==> src/rtl/gsg_pkg.sv <==
`default_nettype none
package gsg_pkg;

    localparam int GRID_SIZE = 64;
    localparam int CELLS     = GRID_SIZE * GRID_SIZE;
    localparam int COORD_W   = $clog2(GRID_SIZE);
    localparam int CELL_W    = $clog2(CELLS);
    localparam int ADDR_W    = $clog2(2 * CELLS);
    localparam int VAL_W     = 16;
    localparam int IDX_W     = 12;
    localparam int OP_W      = 2;
    localparam int CFG_W     = 16;
    localparam int CFG_IDX_W = 3;
    localparam int ONE_Q15   = 32768;

    localparam logic [OP_W-1:0] OP_WRITE = 2'd0;
    localparam logic [OP_W-1:0] OP_READ  = 2'd1;
    localparam logic [OP_W-1:0] OP_STEP  = 2'd2;

    localparam logic [CFG_IDX_W-1:0] REG_DIFF_U = 3'd0;
    localparam logic [CFG_IDX_W-1:0] REG_DIFF_V = 3'd1;
    localparam logic [CFG_IDX_W-1:0] REG_FEED   = 3'd2;
    localparam logic [CFG_IDX_W-1:0] REG_KILL   = 3'd3;
    localparam logic [CFG_IDX_W-1:0] REG_DT     = 3'd4;

    // read address selects
    localparam logic [2:0] SEL_C    = 3'd0;
    localparam logic [2:0] SEL_L    = 3'd1;
    localparam logic [2:0] SEL_R    = 3'd2;
    localparam logic [2:0] SEL_U    = 3'd3;
    localparam logic [2:0] SEL_D    = 3'd4;
    localparam logic [2:0] SEL_ITEM = 3'd5;

    typedef struct packed {
        logic [CFG_W-1:0] diff_u;
        logic [CFG_W-1:0] diff_v;
        logic [CFG_W-1:0] feed;
        logic [CFG_W-1:0] kill;
        logic [CFG_W-1:0] dt;
    } gsg_cfg_t;

    typedef struct packed {
        logic       latch_item;
        logic       rd_en;
        logic [2:0] rd_sel;
        logic       wr_item;
        logic       wr_cell;
        logic       load_out;
    } gsg_cmd_t;

    typedef struct packed {
        logic last_cell;
    } gsg_stat_t;

    typedef struct packed {
        logic [VAL_W-1:0] u;
        logic [VAL_W-1:0] v;
        logic [OP_W-1:0]  op;
    } gsg_res_t;

endpackage
`default_nettype wire

==> src/rtl/gsg_ctrl.sv <==
`default_nettype none
module gsg_ctrl
    import gsg_pkg::*;
(
    input  wire logic            clk,
    input  wire logic            rst_n,
    input  wire logic            in_valid,
    input  wire logic [OP_W-1:0] opcode,
    input  wire logic            out_free,
    input  wire gsg_stat_t       stat,
    output gsg_cmd_t             cmd,
    output logic                 busy
);

    localparam logic [3:0] ST_IDLE = 4'd0;
    localparam logic [3:0] ST_WRC  = 4'd1;
    localparam logic [3:0] ST_RDI  = 4'd2;
    localparam logic [3:0] ST_RC   = 4'd3;
    localparam logic [3:0] ST_RL   = 4'd4;
    localparam logic [3:0] ST_RR   = 4'd5;
    localparam logic [3:0] ST_RU   = 4'd6;
    localparam logic [3:0] ST_RD   = 4'd7;
    localparam logic [3:0] ST_CAP  = 4'd8;
    localparam logic [3:0] ST_S1   = 4'd9;
    localparam logic [3:0] ST_S2   = 4'd10;
    localparam logic [3:0] ST_S3   = 4'd11;
    localparam logic [3:0] ST_S4   = 4'd12;
    localparam logic [3:0] ST_WR   = 4'd13;
    localparam logic [3:0] ST_FIN  = 4'd14;

    logic [3:0] state_reg, state_next;

    always_ff @(posedge clk or negedge rst_n)
    begin
        if (!rst_n)
        begin
            state_reg <= ST_IDLE;
        end
        else
        begin
            state_reg <= state_next;
        end
    end

    always_comb
    begin
        state_next = state_reg;
        cmd        = '0;
        cmd.rd_sel = SEL_ITEM;
        busy       = 1'b1;
        case (state_reg)
            ST_IDLE:
            begin
                busy = 1'b0;
                if (in_valid)
                begin
                    cmd.latch_item = 1'b1;
                    case (opcode)
                        OP_WRITE: state_next = ST_WRC;
                        OP_READ:  state_next = ST_RDI;
                        OP_STEP:  state_next = ST_RC;
                        default:  state_next = ST_FIN;
                    endcase
                end
            end
            ST_WRC:
            begin
                cmd.wr_item = 1'b1;
                state_next  = ST_FIN;
            end
            ST_RDI:
            begin
                cmd.rd_en  = 1'b1;
                state_next = ST_FIN;
            end
            ST_RC:
            begin
                cmd.rd_en  = 1'b1;
                cmd.rd_sel = SEL_C;
                state_next = ST_RL;
            end
            ST_RL:
            begin
                cmd.rd_en  = 1'b1;
                cmd.rd_sel = SEL_L;
                state_next = ST_RR;
            end
            ST_RR:
            begin
                cmd.rd_en  = 1'b1;
                cmd.rd_sel = SEL_R;
                state_next = ST_RU;
            end
            ST_RU:
            begin
                cmd.rd_en  = 1'b1;
                cmd.rd_sel = SEL_U;
                state_next = ST_RD;
            end
            ST_RD:
            begin
                cmd.rd_en  = 1'b1;
                cmd.rd_sel = SEL_D;
                state_next = ST_CAP;
            end
            ST_CAP: state_next = ST_S1;
            ST_S1:  state_next = ST_S2;
            ST_S2:  state_next = ST_S3;
            ST_S3:  state_next = ST_S4;
            ST_S4:  state_next = ST_WR;
            ST_WR:
            begin
                cmd.wr_cell = 1'b1;
                state_next  = stat.last_cell ? ST_FIN : ST_RC;
            end
            ST_FIN:
            begin
                if (out_free)
                begin
                    cmd.load_out = 1'b1;
                    state_next   = ST_IDLE;
                end
            end
            default: state_next = ST_IDLE;
        endcase
    end

endmodule
`default_nettype wire

==> config.mk <==
export PLATFORM = sky130hd
export DESIGN_NAME = gsg_ctrl
export DESIGN_NICKNAME = d
export VERILOG_FILES = /design/src/rtl/gsg_pkg.sv /design/src/rtl/gsg_ctrl.sv
export SDC_FILE = /design/constraint.sdc
export NUM_CORES = 1
export LEC_CHECK = 0
export BUFFER_PORTS_ARGS = -buffer_cell sky130_fd_sc_hd__buf_2
export CAP_MARGIN = 10
export CORE_AREA = 2 2 39 41
export CTS_CLUSTER_SIZE = 12
export DETAILED_ROUTE_END_ITERATION = 7
export DIE_AREA = 0 0 41 43
export GPL_TIMING_DRIVEN = 0
export SLEW_MARGIN = 5
export SYNTH_ARGS = -nofsm -noshare
export SYNTH_HDL_FRONTEND = slang
export SYNTH_SLANG_ARGS = --single-unit
==> constraint.sdc <==
create_clock -name clk -period 1.18 [get_ports clk]
set_clock_uncertainty 0.05 [all_clocks]
set_input_delay 0.059 -clock clk [delete_from_list [all_inputs] [get_ports clk]]
set_output_delay 0.059 -clock clk [all_outputs]
set_load 0.1 [all_outputs]
Word level (Yosys, flattened, before mapping)

Cells that the tools add are included.
Widths: inputs -> output; s select.

Eq/ne operators: 18
Mux-type cells: 14
Reductions and logical operators: 5

Operators by type and width:

| operator           | count |
|---|---|
| $pmux 4 s14        | 1 |
| $eq 4x4->1 const B | 7 |
| $eq 4x3->1 const B | 4 |
| $pmux 3 s5         | 1 |
| $mux 4             | 3 |
| $pmux 4 s3         | 1 |
| $eq 4x2->1 const B | 2 |
| $mux 1             | 8 |
| $reduce_or 6->1    | 1 |
| $eq 4x1->1 const B | 1 |
| $logic_not 4->1    | 1 |
| $ne 2x2->1 const B | 2 |
| $eq 2x1->1 const B | 1 |
| $eq 2x2->1 const B | 1 |
| $logic_not 2->1    | 1 |
| $reduce_and 2->1   | 1 |
| $reduce_or 2->1    | 1 |

Bits in registers: 4
Bits of input ports: 7
Output and inout bits: 9
Word-level logic and storage cells: 38

Longest topological paths before layout

Depth after elaboration: 4
Gate-level depth with buffers: 5
Mapped depth without buffers: 4

Worst setup path after synthesis

Ideal clock, no wire load.

Kind: register to output
Start point: register state_reg[2]
End point: output cmd[3] (netlist name)
Arrival: 2,855 ps
Data required time: 1,071 ps
Slack: -1,784 ps
Stages on the path, launching flop included: 5
Buffers on the path: 1
Cell sequence: dfrtp_1 -> buf_4 -> nor2_1 -> nor2_1 -> nand2_1

RTL lines:

| item                   | RTL line       | RTL |
|---|---|---|
| start, declared        | gsg_ctrl.sv:31 | `logic [3:0] state_reg, state_next;` |
| start signal, assigned | gsg_ctrl.sv:41 | `state_reg <= state_next;` |
| end, declared          | gsg_ctrl.sv:11 | `output gsg_cmd_t cmd,` |

==> impl_metrics.ini <==
[critical_path]
worst_ep_required_time_ns = 1.07
minimum_setup_slack_among_reg_to_reg_paths_ns = -0.25
cp-endpoint = cmd[0]
timing.reg2reg.worst_path_depth = 5
critical_path_arrival_ns = 1.37
cp-start-kind = flip-flop
crit-reg2reg-capture = state_reg[2]
critical_path.startpoint = state_reg[2]
worstSetupEndpointType = output port
crit_type = reg2out
cp_max_fo = 5
critical_path.reg2reg.startpoint = state_reg[2]

[clock_tree]
tritoncts = built
clk_transition_reported_paths_ns = 0.04
numCtsBuffers = 3
ctsHtreeMaxLevel = 1
cts_sinks = 4
clock_latency_on_the_worst_skew_pair_ns = 0.24
cts_root_buffer = clkbuf_4
deepest_clock_path_buffer_count = 2

[finish]
non_filler_cells_in_the_finished_layout = 101
num_antenna_cells = 0
area_growth_synth_to_finish_pct = 133.8
post_route_cells_drive_above_1_share_pct = 72.94
design.final.nets = 94
largest_register_ff_count = 4

[die]
die_height_um = 43
core_area_um2 = 1384
floorplan.io_pins = 16
std_cell_rows = 14
dieWidth_um = 41
floorplan.initialDensity_pct = 30.20
floorplan.die_area_um2 = 1763

[drt]
uppermost_routed_layer = met3
vias = 518
detail_route.iter0.violations = 8
wl_met1_um = 579
drt_first_pass_iters = 4
drc_errors = 0
length_of_routed_met3_wiring_um = 51
final_routed_wirelength_mm = 1.405
met2_length_um = 774
ant_nets = 0
vias_per_cell = 5.129
average_wire_per_cell_in_the_routed_design_um = 13.91

[synth]
yosys_register_bits = 4
postSynthCellCount = 52
warnings_synthesis = 0
synth_seq_area_share_pct = 23.95
synth_area_um2 = 417.9
synth_top_area_cell = dfrtp_1
post_synth.cell_area_avg_um2 = 8.037
synth_top_area_share_pct = 23.95
synthesis.nets = 59
yosysUniqueCellTypes = 28
synth_area_leaders = dfrtp_1, o21ai_1, nand2b_1

[place]
detailedPlacementHpwl_um = 756
gp_congestion = 0.7613
place.detailed.instances = 83
place.port_buffers = 15

[global_route]
antenna_found_initial = 0
grt_pass1_wl_mm = 2.325
gr-usage-all-layers_pct = 20.34
pin_count_of_the_biggest_net_entering_global_routing = 9
first_global_vias = 511
globalRouteOverflowTotal = 0

[outcome]
status = finished with violations
failing_checks = setup timing

[timing]
final-hold-violation-count = 0
max-slew-margin-rel_pct = 81.40
final.min_clock_period_ns = 1.479
max_freq_ghz = 0.6760
finalSetupTns_ns = -3.016
setup_ws_ns = -0.2993
unrepaired_setup_endpoints_after_global_routing = yes
fin_crit_sh_pct = 125.4
slew_viol_final = 0
setup-violations-final = 13
worst_slew_pin_slew_ns = 0.2769

[hold_path]
holdCritPathClass = in2async

[run]
maxCapViolations = 0
==> area by class of cell <==
class	count	area, µm²
plain buffers	4	48.80
clock buffers	3	22.52
fillers	97	406.6
inverters	1	3.754
multi-input cells	43	451.7
flip-flops and latches	4	100.1
well taps	16	20.02
repair buffers	30	330.3
==> timing repair <==
action,in CTS,in global routing
endpoints found under the setup margin,13,13
gates cloned,1,0
buffers inserted,13,0
hold buffers,1,0
pin swaps,6,7
hold endpoints to repair,4,0
resized for setup,48,3
==> layout by cell type (no fill, tap or decap), types with 2 or more instances in the layout <==
cell type | netlist | final
clkbuf_4 | 0 | 3
o21a_1 | 2 | 2
nand2_4 | 0 | 3
buf_2 | 1 | 7
buf_4 | 1 | 11
o21ai_1 | 6 | 5
nor3b_4 | 0 | 2
nor2_4 | 0 | 5
a21oi_4 | 0 | 2
dfrtp_1 | 4 | 4
nand2b_1 | 4 | 3
buf_6 | 2 | 5
buf_12 | 0 | 9
==> worst min path at each step <==
| stage | end | slack (ns) | depth (start not counted) |
|---|---|---|---|
| floorplan | state_reg[0] | -0.29 | 0 |
| global placement | state_reg[3] | -0.19 | 1 |
| detailed placement | state_reg[3] | -0.18 | 1 |
| CTS | state_reg[2] | 0.08 | 3 |
| global route | state_reg[0] | 0.11 | 2 |
| finish | state_reg[0] | 0.1 | 2 |
==> routing by layer <==
layer / vias to the layer above / global-route usage (%)
met5: - / 0
met4: 0 / 10.00
met3: 0 / 3.665
met2: 19 / 30.00
met1: 248 / 27.27
li1: 251 / -
==> cell families after synthesis <==
kind of cell           after synthesis  synth area share (%)
AO/OA/AOI/OAI                       15                 24.85
XOR/XNOR                             1                 3.893
buffers and inverters                5                 9.280
flip-flops                           4                 23.95
multiplexers                         1                 2.395
AND/OR/NAND/NOR                     26                 35.63
==> per-stage QoR <==
stage          utilization, %  worst slack (ns)  hold WS [ns]  cell area (µm²)
2_1_floorplan               -           -0.4055       -0.2866            538.0
3_3_place_gp            45.75           -0.3517       -0.1859            633.1
4_1_cts                 69.80           -0.3245       0.08117            965.9
3_5_place_dp            45.75           -0.3549       -0.1832            633.1
5_1_grt                 70.61           -0.3349        0.1102            977.2
6_report                70.61           -0.2993       0.09645            977.2
==> worst max-delay path, cell delays in order (launching register included) <==
cell and delay [ns]:
dfrtp_1 0.39, buf_6 0.16, nand3_2 0.14, nor3b_4 0.24, buf_12 0.20
==> cell usage after synthesis <==
cell and instances:
and3_1 1, a22oi_1 1, o32ai_2 1, nor2_1 6
nor3b_1 2, a2111oi_2 1, dfrtp_1 4, buf_6 2
buf_4 1, a21oi_1 4, or2b_1 1, nand2_2 1
or2_2 1, or3_1 1, o21ai_1 6, nor2b_1 1
inv_1 1, and2_1 1, nand3_1 1, nand2_1 2
o21a_1 2, nand2b_1 4, xor2_2 1, nor2_2 1
nor3_1 2, mux2i_1 1, nor4_2 1, buf_2 1
Power is not shown: default switching activity piles up to over one toggle a cycle in this logic, so the estimate is an artifact.
